[src/hw/rtl/assert_macros.svh]
// ----------------------------------------------------------------------------
// Assertion macros
// Shared concurrent assertion forms for the line pair validator.
// ----------------------------------------------------------------------------
`ifndef ASSERT_MACROS_SVH
`define ASSERT_MACROS_SVH

// Property checked on every rising clk edge, ignored while arst_n is low.
`define TLV_ASSERT(label, prop) \
	label: assert property (@(posedge clk) disable iff (!arst_n) (prop)) \
		else $error("tlv assertion failed");

// Implication checked on every rising clk edge, ignored while arst_n is low.
`define TLV_ASSERT_IMP(label, ante, cons) \
	label: assert property (@(posedge clk) disable iff (!arst_n) (ante) |-> (cons)) \
		else $error("tlv assertion failed");

// Implication whose consequent is checked in the cycle after the antecedent.
`define TLV_ASSERT_NEXT(label, ante, cons) \
	label: assert property (@(posedge clk) disable iff (!arst_n) (ante) |=> (cons)) \
		else $error("tlv assertion failed");

`endif

[src/hw/rtl/tlv_pkg.sv]
// ----------------------------------------------------------------------------
// tlv_pkg
// Types, constants and column tables of the line pair validator.
// ----------------------------------------------------------------------------
package tlv_pkg;

	localparam int unsigned ColW = 7;

	localparam logic [ColW-1:0] LineLen  = 7'd69;
	localparam logic [ColW-1:0] SumCol   = 7'd68;
	localparam logic [ColW-1:0] CountMax = 7'd127;
	localparam logic [ColW-1:0] IdFirst  = 7'd2;
	localparam logic [ColW-1:0] IdLast   = 7'd6;

	localparam logic [7:0] ChSpace  = 8'h20;
	localparam logic [7:0] ChPeriod = 8'h2E;
	localparam logic [7:0] ChMinus  = 8'h2D;
	localparam logic [7:0] ChZero   = 8'h30;
	localparam logic [7:0] ChNine   = 8'h39;
	localparam logic [7:0] ChOne    = 8'h31;
	localparam logic [7:0] ChTwo    = 8'h32;

	localparam logic [4:0] SumMod = 5'd10;

	typedef enum logic [3:0] {
		VERDICT_OK     = 4'd0,
		VERDICT_EMPTY  = 4'd1,
		VERDICT_NUMBER = 4'd2,
		VERDICT_LENGTH = 4'd3,
		VERDICT_SPACES = 4'd4,
		VERDICT_PERIOD = 4'd5,
		VERDICT_ID     = 4'd6,
		VERDICT_SUM1   = 4'd7,
		VERDICT_SUM2   = 4'd8
	} verdict_t;

	// One accepted character request.
	typedef struct packed {
		logic [7:0] char_byte;
		logic       has_char;
		logic       end_of_line;
	} item_t;

	// Result of the line state update for one item.
	typedef struct packed {
		logic     valid;
		verdict_t verdict;
	} result_t;

	// Faults raised by single characters of the current line.
	typedef struct packed {
		logic num;
		logic spc;
		logic per;
		logic id;
		logic sum;
	} char_faults_t;

	// Faults of a closed line.
	typedef struct packed {
		logic empty;
		logic num;
		logic len;
		logic spc;
		logic per;
		logic sum;
	} line_faults_t;

	function automatic logic is_space_col(logic second, logic [ColW-1:0] col);
		if (second) begin
			return col inside {7'd1, 7'd7, 7'd16, 7'd25, 7'd33, 7'd42, 7'd51};
		end
		return col inside {7'd1, 7'd8, 7'd17, 7'd32, 7'd43, 7'd52, 7'd61, 7'd63};
	endfunction

	function automatic logic is_period_col(logic second, logic [ColW-1:0] col);
		if (second) begin
			return col inside {7'd11, 7'd20, 7'd37, 7'd46, 7'd54};
		end
		return col inside {7'd23, 7'd34};
	endfunction

endpackage

[src/hw/rtl/tlv_interfaces.sv]
// ----------------------------------------------------------------------------
// tlv channel interfaces
// Valid/ready channels for character input and verdict output.
// ----------------------------------------------------------------------------
interface tlv_char_if;
	logic       valid;
	logic       ready;
	logic [7:0] char_byte;
	logic       has_char;
	logic       end_of_line;

	modport source (output valid, char_byte, has_char, end_of_line, input ready);
	modport sink   (input valid, char_byte, has_char, end_of_line, output ready);
endinterface

interface tlv_verdict_if;
	logic       valid;
	logic       ready;
	logic [3:0] verdict;
	logic       pair_valid;

	modport source (output valid, verdict, pair_valid, input ready);
	modport sink   (input valid, verdict, pair_valid, output ready);
endinterface

[src/hw/rtl/tle_line_pair_validator.sv]
// ----------------------------------------------------------------------------
// tle_line_pair_validator
// Format check of a pair of 69-character orbital element lines.
// ----------------------------------------------------------------------------
// Characters enter one request per clock. An item with end_of_line closes the
// current line (with or without a character on the same item); the first line
// closed is line 1, the next line 2, and when line 2 closes one verdict request
// leaves on verdict_out: the first failing check by priority (empty line, line
// numbers, length, spaces, periods, catalogue id, checksum 1, checksum 2), or
// zero with pair_valid high. An accepted item sits in the input register; when
// it steps without a stall, the column state updates from it and, on a line-2
// close, the verdict loads into the output register at that same edge. Sustained
// rate is one item per cycle; the input stalls only when a line-2 close meets a
// full output register whose sink is not ready. No configuration, no clearing
// pass after reset.
// ----------------------------------------------------------------------------
`include "assert_macros.svh"

module tle_line_pair_validator (
	input logic          clk,
	input logic          arst_n,
	tlv_char_if.sink     char_in,
	tlv_verdict_if.source verdict_out
);

	logic              valid_s1;
	tlv_pkg::item_t    item_s1;
	logic              out_valid_q;
	tlv_pkg::verdict_t verdict_q;
	logic              stall;
	logic              step;
	tlv_pkg::result_t  result;
	logic              result_pending;
	logic              result_line2;
	logic              line2_q;

	// Hold the input stage when its verdict has nowhere to go.
	assign stall = valid_s1 && item_s1.end_of_line && result_pending && out_valid_q &&
		!verdict_out.ready;
	assign step  = valid_s1 && !stall;

	assign result_pending = result_line2;

	tlv_line_state u_state (
		.clk    (clk),
		.arst_n (arst_n),
		.step   (step),
		.item   (item_s1),
		.result (result)
	);

	assign char_in.ready = !stall;

	// Advance the input register whenever the stage is free.
	always_ff @(posedge clk or negedge arst_n) begin
		if (!arst_n) begin
			valid_s1 <= 1'b0;
		end else if (!stall) begin
			valid_s1 <= char_in.valid;
		end
	end

	always_ff @(posedge clk) begin
		if (char_in.valid && !stall) begin
			item_s1.char_byte   <= char_in.char_byte;
			item_s1.has_char    <= char_in.has_char;
			item_s1.end_of_line <= char_in.end_of_line;
		end
	end

	// Output register: load a new verdict, drop the old one once taken.
	always_ff @(posedge clk or negedge arst_n) begin
		if (!arst_n) begin
			out_valid_q <= 1'b0;
		end else if (result.valid) begin
			out_valid_q <= 1'b1;
		end else if (verdict_out.ready) begin
			out_valid_q <= 1'b0;
		end
	end

	always_ff @(posedge clk) begin
		if (result.valid) begin
			verdict_q <= result.verdict;
		end
	end

	assign verdict_out.valid      = out_valid_q;
	assign verdict_out.verdict    = verdict_q;
	assign verdict_out.pair_valid = (verdict_q == tlv_pkg::VERDICT_OK);

	// Line select mirrored for the stall decision: a close on line 2 yields a verdict.
	assign result_line2 = line2_q;

	always_ff @(posedge clk or negedge arst_n) begin
		if (!arst_n) begin
			line2_q <= 1'b0;
		end else if (step && item_s1.end_of_line) begin
			line2_q <= !line2_q;
		end
	end

	`TLV_ASSERT_IMP(a_stall_has_item, !char_in.ready, valid_s1)
	`TLV_ASSERT_IMP(a_no_overwrite, result.valid && out_valid_q, verdict_out.ready)
	`TLV_ASSERT_IMP(a_line_mirror, result.valid, line2_q)

endmodule

[src/hw/rtl/tlv_line_state.sv]
// ----------------------------------------------------------------------------
// tlv_line_state
// Per-line state: column count, checksum, catalogue id and fault flags.
// ----------------------------------------------------------------------------
`include "assert_macros.svh"

module tlv_line_state (
	input  logic             clk,
	input  logic             arst_n,
	input  logic             step,
	input  tlv_pkg::item_t   item,
	output tlv_pkg::result_t result
);

	logic                         line_select_q;
	logic [tlv_pkg::ColW-1:0]     column_count_q;
	logic [3:0]                   digit_sum_q;
	logic [7:0]                   id_chars_q [5];
	tlv_pkg::line_faults_t        first_line_faults_q;
	tlv_pkg::char_faults_t        current_faults_q;

	logic [tlv_pkg::ColW-1:0]     col;
	logic [tlv_pkg::ColW-1:0]     count_nxt;
	logic [3:0]                   sum_nxt;
	logic [4:0]                   sum_wide;
	logic [3:0]                   add;
	logic [2:0]                   id_idx;
	logic                         in_line;
	logic                         is_digit;
	logic                         in_id;
	tlv_pkg::char_faults_t        faults_nxt;
	tlv_pkg::line_faults_t        f_line;
	tlv_pkg::line_faults_t        f_any;
	tlv_pkg::verdict_t            verdict;

	assign col      = column_count_q;
	assign in_line  = item.has_char && (col < tlv_pkg::LineLen);
	assign is_digit = (item.char_byte >= tlv_pkg::ChZero) && (item.char_byte <= tlv_pkg::ChNine);
	assign in_id    = (col >= tlv_pkg::IdFirst) && (col <= tlv_pkg::IdLast);
	assign id_idx   = 3'(col - tlv_pkg::IdFirst);

	always_comb begin
		count_nxt = column_count_q;
		if (item.has_char && column_count_q != tlv_pkg::CountMax) begin
			count_nxt = column_count_q + 7'd1;
		end

		add = 4'd0;
		if (is_digit) begin
			add = item.char_byte[3:0];
		end else if (item.char_byte == tlv_pkg::ChMinus) begin
			add = 4'd1;
		end
		sum_wide = {1'b0, digit_sum_q} + {1'b0, add};
		if (sum_wide >= tlv_pkg::SumMod) begin
			sum_wide = sum_wide - tlv_pkg::SumMod;
		end

		sum_nxt    = digit_sum_q;
		faults_nxt = current_faults_q;
		if (in_line) begin
			if (col == 7'd0 && item.char_byte !=
					(line_select_q ? tlv_pkg::ChTwo : tlv_pkg::ChOne)) begin
				faults_nxt.num = 1'b1;
			end
			if (col == 7'd1 && item.char_byte != tlv_pkg::ChSpace) begin
				faults_nxt.num = 1'b1;
			end
			if (tlv_pkg::is_space_col(line_select_q, col) &&
					item.char_byte != tlv_pkg::ChSpace) begin
				faults_nxt.spc = 1'b1;
			end
			if (tlv_pkg::is_period_col(line_select_q, col) &&
					item.char_byte != tlv_pkg::ChPeriod) begin
				faults_nxt.per = 1'b1;
			end
			if (in_id && line_select_q && id_chars_q[id_idx] != item.char_byte) begin
				faults_nxt.id = 1'b1;
			end
			if (col < tlv_pkg::SumCol) begin
				sum_nxt = sum_wide[3:0];
			end else if (!is_digit || item.char_byte[3:0] != digit_sum_q) begin
				faults_nxt.sum = 1'b1;
			end
		end

		// Close-of-line summary, taken after the character on the same item.
		f_line.empty = (count_nxt == 7'd0);
		f_line.num   = faults_nxt.num || (count_nxt < 7'd2);
		f_line.len   = (count_nxt != tlv_pkg::LineLen);
		f_line.spc   = faults_nxt.spc;
		f_line.per   = faults_nxt.per;
		f_line.sum   = faults_nxt.sum;
		f_any        = f_line | first_line_faults_q;

		if (f_any.empty) begin
			verdict = tlv_pkg::VERDICT_EMPTY;
		end else if (f_any.num) begin
			verdict = tlv_pkg::VERDICT_NUMBER;
		end else if (f_any.len) begin
			verdict = tlv_pkg::VERDICT_LENGTH;
		end else if (f_any.spc) begin
			verdict = tlv_pkg::VERDICT_SPACES;
		end else if (f_any.per) begin
			verdict = tlv_pkg::VERDICT_PERIOD;
		end else if (faults_nxt.id) begin
			verdict = tlv_pkg::VERDICT_ID;
		end else if (first_line_faults_q.sum) begin
			verdict = tlv_pkg::VERDICT_SUM1;
		end else if (f_line.sum) begin
			verdict = tlv_pkg::VERDICT_SUM2;
		end else begin
			verdict = tlv_pkg::VERDICT_OK;
		end
	end

	assign result.valid   = step && item.end_of_line && line_select_q;
	assign result.verdict = verdict;

	always_ff @(posedge clk or negedge arst_n) begin
		if (!arst_n) begin
			line_select_q       <= 1'b0;
			column_count_q      <= '0;
			digit_sum_q         <= '0;
			first_line_faults_q <= '0;
			current_faults_q    <= '0;
		end else if (step) begin
			if (item.end_of_line) begin
				column_count_q   <= '0;
				digit_sum_q      <= '0;
				current_faults_q <= '0;
				line_select_q    <= !line_select_q;
				if (!line_select_q) begin
					first_line_faults_q <= f_line;
				end
			end else begin
				column_count_q   <= count_nxt;
				digit_sum_q      <= sum_nxt;
				current_faults_q <= faults_nxt;
			end
		end
	end

	// Catalogue id store, written by line 1 only.
	always_ff @(posedge clk) begin
		if (step && in_line && in_id && !line_select_q) begin
			id_chars_q[id_idx] <= item.char_byte;
		end
	end

	`TLV_ASSERT(a_sum_range, digit_sum_q < 4'd10)
	`TLV_ASSERT_NEXT(a_eol_clears, step && item.end_of_line, column_count_q == '0 && digit_sum_q == '0)
	`TLV_ASSERT_NEXT(a_line_toggle, step && item.end_of_line, line_select_q != $past(line_select_q))
	`TLV_ASSERT_IMP(a_no_id_on_line1, !line_select_q, !current_faults_q.id)

endmodule

[src/flat_wrapper.sv]
// flat-port wrapper written by rule: the top's interface ports become plain ports
module tle_line_pair_validator_flat 
  (clk, arst_n, char_in_valid, char_in_char_byte, char_in_has_char, char_in_end_of_line, char_in_ready, verdict_out_valid, verdict_out_verdict, verdict_out_pair_valid, verdict_out_ready);
  tlv_char_if char_in_i ();
  tlv_verdict_if verdict_out_i ();
  input logic clk;
  input logic arst_n;
  input wire logic [$bits(char_in_i.valid)-1:0] char_in_valid;
  input wire logic [$bits(char_in_i.char_byte)-1:0] char_in_char_byte;
  input wire logic [$bits(char_in_i.has_char)-1:0] char_in_has_char;
  input wire logic [$bits(char_in_i.end_of_line)-1:0] char_in_end_of_line;
  output wire logic [$bits(char_in_i.ready)-1:0] char_in_ready;
  output wire logic [$bits(verdict_out_i.valid)-1:0] verdict_out_valid;
  output wire logic [$bits(verdict_out_i.verdict)-1:0] verdict_out_verdict;
  output wire logic [$bits(verdict_out_i.pair_valid)-1:0] verdict_out_pair_valid;
  input wire logic [$bits(verdict_out_i.ready)-1:0] verdict_out_ready;
  assign char_in_i.valid = char_in_valid;
  assign char_in_i.char_byte = char_in_char_byte;
  assign char_in_i.has_char = char_in_has_char;
  assign char_in_i.end_of_line = char_in_end_of_line;
  assign char_in_ready = char_in_i.ready;
  assign verdict_out_valid = verdict_out_i.valid;
  assign verdict_out_verdict = verdict_out_i.verdict;
  assign verdict_out_pair_valid = verdict_out_i.pair_valid;
  assign verdict_out_i.ready = verdict_out_ready;
  tle_line_pair_validator u_core (.clk(clk), .arst_n(arst_n), .char_in(char_in_i), .verdict_out(verdict_out_i));
endmodule
[config.mk]
export PLATFORM = sky130hd
export DESIGN_NAME = tle_line_pair_validator_flat
export DESIGN_NICKNAME = d
export VERILOG_FILES = /design/src/hw/rtl/tlv_pkg.sv /design/src/hw/rtl/tlv_interfaces.sv /design/src/hw/rtl/tle_line_pair_validator.sv /design/src/hw/rtl/tlv_line_state.sv /design/src/flat_wrapper.sv
export VERILOG_INCLUDE_DIRS = /design/src /design/src/hw/rtl
export SDC_FILE = /design/constraint.sdc
export NUM_CORES = 1
export LEC_CHECK = 0
export ABC_AREA = 1
export BUFFER_PORTS_ARGS = -buffer_cell sky130_fd_sc_hd__buf_2
export CAP_MARGIN = 20
export CORE_ASPECT_RATIO = 0.7
export CORE_MARGIN = 4
export CORE_UTILIZATION = 30
export DETAILED_ROUTE_END_ITERATION = 12
export PLACE_DENSITY = 0.49
export RECOVER_POWER = 25
export SLEW_MARGIN = 5
export SYNTH_ARGS = -nofsm -noshare
export SYNTH_HDL_FRONTEND = slang
export SYNTH_SLANG_ARGS = --single-unit
[constraint.sdc]
create_clock -name clk -period 3.85 [get_ports clk]
set_input_delay 0.77 -clock clk [delete_from_list [all_inputs] [get_ports clk]]
set_output_delay 0.77 -clock clk [all_outputs]
set_load 0.02 [all_outputs]
==> results.txt <==
Broken down by cell family, the worst path's largest delay share belongs to compound AO/OA/AOI/OAI gates. The clock insertion delay at the later pin of the skew report is 0.34 ns. Detailed routing placed a total of 4314 um of wire on met2. TritonCTS built the clock tree. The routed wire length per instance is 14.94 um. The total global routing track utilization is 0.1382. For this run, asynchronously set or reset flops after synthesis account for 0.3250.

The maximum root-to-sink buffer count came out at 2. The repair_antennas step left the layout with diodes totalling 0. The standard-cell row count is 36.

For this block, the routed nets add up to 11,080 um of wire. The count of buffers added on input and output ports is 20. The kind of path behind the tightest hold check is in -> async.

The minimum clock period came out at 3.214 ns. The global placer's final weighted congestion came out at 0.8793. The highest metal layer used by the detailed router is met4. The detailed route wirelength on metal3 is 552 um. Setup repair after global routing left no endpoint under its margin. The number of CTS-inserted buffers is 9.

The kind of critical path is reg -> reg. The synthesized design contains 80 register bits. The H-tree generated during clock tree synthesis spans 3 levels. The signal on the critical path passes through inv_1, nor2_1, o2111ai_1, a21oi_1, ha_1, fa_1, xnor2_1, ha_1, a21oi_1, nor2_1, inv_1, a21oi_1, a32o_1. The largest individual stage delay along the critical path comes from the cell sky130_fd_sc_hd__edfxtp_1. Summed over all nets, the half-perimeter wirelength after detailed placement is 8186 um. The fraction of final layout cells with drive strength greater than 1 came out at 0.1159.

The number of max-cap violations is 0. The total power density per cell area is 453.5 nW/um^2. Of the post-synthesis cell area, the dominant cell type holds 0.3671.

STA classifies the critical path startpoint as a flop. The number of buffers inserted for hold repair after clock tree synthesis is 0. During I/O placement, the number of pins put on the boundary was 21.

Yosys attributes the largest share of cell area to sky130_fd_sc_hd__edfxtp_1 (37%), sky130_fd_sc_hd__dfrtp_1 (15%), sky130_fd_sc_hd__nand2_1 (12%), sky130_fd_sc_hd__inv_1 (6.6%), sky130_fd_sc_hd__nand3_1 (6.2%). The clock transition at the registers of the reported paths came out at 0.06 ns. The via count of the routed design came out at 3,470. The sum of buffers and inverters on the critical path came out at 2. The total overflow left after global routing is 0. Once the clock tree was built, the resizer swapped 0 gates to a different size.

The count of nets after finishing is 576. The largest single stage delay on the critical path is 0.53 ns. The count of flip-flops with a built-in enable after synthesis came out at 54. The first routing iteration left 316 violations. The final count of negative-setup-slack endpoints came out at 0.

The horizontal die dimension came out at 153.0 um. The synthesized instance count is 519. STA classifies the critical path endpoint as a flop. The cell repeated most along the worst path is sky130_fd_sc_hd__a21oi_1. After synthesis the cells add up to 4417 um^2. The reported leakage power came out at 2.265 nW.

The met1 wire length is 6111 um. The most used flip-flop cell after synthesis is sky130_fd_sc_hd__edfxtp_1. Synthesis instantiated 41 different standard cells from the library. The total power draw came out at 2.277 mW.

The initial antenna violation count was 0. The tree is rooted in a sky130_fd_sc_hd__clkbuf_16. The number of remaining DRC errors came out at 0.

At the pin with the least slew margin, the transition time is 0.6082 ns. The final design utilization came out at 0.3550. The run finished with clean final reports. The number of global-route vias before repair was 3,265.

The wire length of the first global-routing pass is 18,000 um. The proportion of synthesized chip area in sequential cells came out at 0.5144. The data arrival at the endpoint of the critical path is 3.49 ns.

The die outline area is 16,760 um^2. The TritonCTS sink count is 80. Summed over all failing endpoints, the final setup total negative slack is 0 ns. The average via count per standard cell came out at 4.677. The pin count of the biggest net entering global routing came out at 27. The final period utilization is 0.8348. The area growth from synthesis to layout is 13.68%.

The average footprint of a synthesized cell came out at 8.510 um^2. The count of final hold-check violations came out at 0. The height of the chip came out at 109.5 um. The total of warnings raised by yosys is 0. For this configuration, the core starts out at a cell density of 0.3123. The first-pass iteration count of the detailed router is 5. The number of pins exceeding their max-slew limit in the final report is 0. Post-CTS timing repair inserted 0 buffers for setup. Of all cell types, the one taking the most synthesized area is sky130_fd_sc_hd__edfxtp_1.

The count of nets left with antenna violations once routing finished came out at 0. Counting every net in the synthesized netlist gives 548. The post-placement cell area is 4735 um^2. The required time of the critical path is 4.12 ns. The highest clock rate is 0.3111 GHz.

After routing the design area is 5021 um^2. The relative max-transition margin is 0.5945. The highest net fanout along the worst path is 9. The standard cell core area is 14,140 um^2. The maximum resistive drop on vdd came out at 0.2234 mV. Before CTS, the worst setup slack after placement is 0.6538 ns. The final clock skew is 0.007981 ns. The final worst slack came out at 0.6360 ns.
[cell type report]
type,count,area (um^2)
clock buffer,9,225.2
clock inverter,7,53.80
fill,1481,9123
inverter,81,304.0
multi-input combinational,346,1760
sequential,80,2272
tap,190,237.7
timing repair buffer,29,167.7
[sequential cells by signal, summed over array words and instances (netlist names), 4 cells and up]
| signal | flops |
|---|---|
| u_core.u_state.id_chars_q | 40 |
| u_core.item_s1 | 10 |
| u_core.u_state.col | 7 |
| u_core.u_state.first_line_faults_q | 6 |
| u_core.u_state.current_faults_q | 5 |
| u_core.u_state.digit_sum_q | 4 |
| u_core.verdict_out.verdict | 4 |
[final timing paths]
| kind | start | to | slack (ns) | cells past startpoint |
|---|---|---|---|---|
| worst max-delay path | u_core.item_s1[2]$_DFFE_PP_ | u_core.u_state.digit_sum_q[2]$_DFFE_PN0P_ | 0.64 | 13 |
| worst min-delay path | arst_n | u_core.u_state.col[2]$_DFFE_PN0P_ | 0.43 | 1 |
| worst max register to register | u_core.item_s1[2]$_DFFE_PP_ | u_core.u_state.digit_sum_q[2]$_DFFE_PN0P_ | 0.64 | 13 |
| worst min register to register | u_core.line2_q$_DFFE_PN0P_ | u_core.line2_q$_DFFE_PN0P_ | 0.47 | 1 |
| max in group asynchronous | arst_n | u_core.u_state.first_line_faults_q[0]$_DFFE_PN0P_ | 3.01 | 1 |
| min in group clk | u_core.line2_q$_DFFE_PN0P_ | u_core.line2_q$_DFFE_PN0P_ | 0.47 | 1 |
[placed cells by master, fill, tap and decap left out, drive strengths merged, types with 5 or more instances in the layout]
master	netlist	routed
nor2	42	42
dfrtp	26	26
nand2	141	141
or2	8	8
o21ai	22	22
buf	11	29
o22ai	5	5
xor2	5	5
a21oi	17	17
ha	14	14
edfxtp	54	54
nand3	56	56
clkbuf	1	9
nand4	8	8
inv	81	84
[worst reg2reg max path, cell delays in order (launching register included)]
cell and delay, ns:
sky130_fd_sc_hd__edfxtp_1 0.53, sky130_fd_sc_hd__inv_1 0.20, sky130_fd_sc_hd__nor2_1 0.08, sky130_fd_sc_hd__o2111ai_1 0.42, sky130_fd_sc_hd__a21oi_1 0.14, sky130_fd_sc_hd__ha_1 0.25, sky130_fd_sc_hd__fa_1 0.41, sky130_fd_sc_hd__xnor2_1 0.28
sky130_fd_sc_hd__ha_1 0.22, sky130_fd_sc_hd__a21oi_1 0.07, sky130_fd_sc_hd__nor2_1 0.19, sky130_fd_sc_hd__inv_1 0.09, sky130_fd_sc_hd__a21oi_1 0.15, sky130_fd_sc_hd__a32o_1 0.14
[kinds of logic after synthesis]
group | synth area share
AOI/OAI and AO/OA | 0.07592
xor gates and xnor gates | 0.01785
buffers and inverters | 0.08697
adders and majority gates | 0.04419
DFF | 0.5144
and+or+nand+nor | 0.2606
[per-stage QoR]
step / hold WS (ns) / cells
floorplan: 0.4348 / 519
global placement: 0.4509 / 725
global route: 0.4947 / 742
finish: 0.4349 / 742
detailed placement: 0.4614 / 725
CTS: 0.4568 / 741
[routing by layer]
metal / vias up / global-route usage
met3: 7 / 0.02321
met5: - / 0
met1: 1627 / 0.2201
met4: 0 / 0.04514
li1: 1762 / -
met2: 74 / 0.1856
[synth_stat cells (4+ instances only)]
cell / count
sky130_fd_sc_hd__buf_2: 7
sky130_fd_sc_hd__nor2_1: 38
sky130_fd_sc_hd__edfxtp_1: 54
sky130_fd_sc_hd__nand4_1: 8
sky130_fd_sc_hd__nand3_1: 55
sky130_fd_sc_hd__dfrtp_1: 26
sky130_fd_sc_hd__inv_1: 78
sky130_fd_sc_hd__or2_2: 8
sky130_fd_sc_hd__nand2_1: 140
sky130_fd_sc_hd__a21oi_1: 15
sky130_fd_sc_hd__ha_1: 14
sky130_fd_sc_hd__xor2_1: 5
sky130_fd_sc_hd__nor3_1: 4
sky130_fd_sc_hd__o21ai_0: 19
sky130_fd_sc_hd__xnor2_1: 4
sky130_fd_sc_hd__o22ai_1: 5
[power breakdown]
group          internal, mW  leakage [nW]  switching [mW]
sequential            0.978         0.839          0.0617
clock                 0.442         0.125           0.367
combinational         0.145          1.30           0.283
Power figures use the tool's default switching activity.
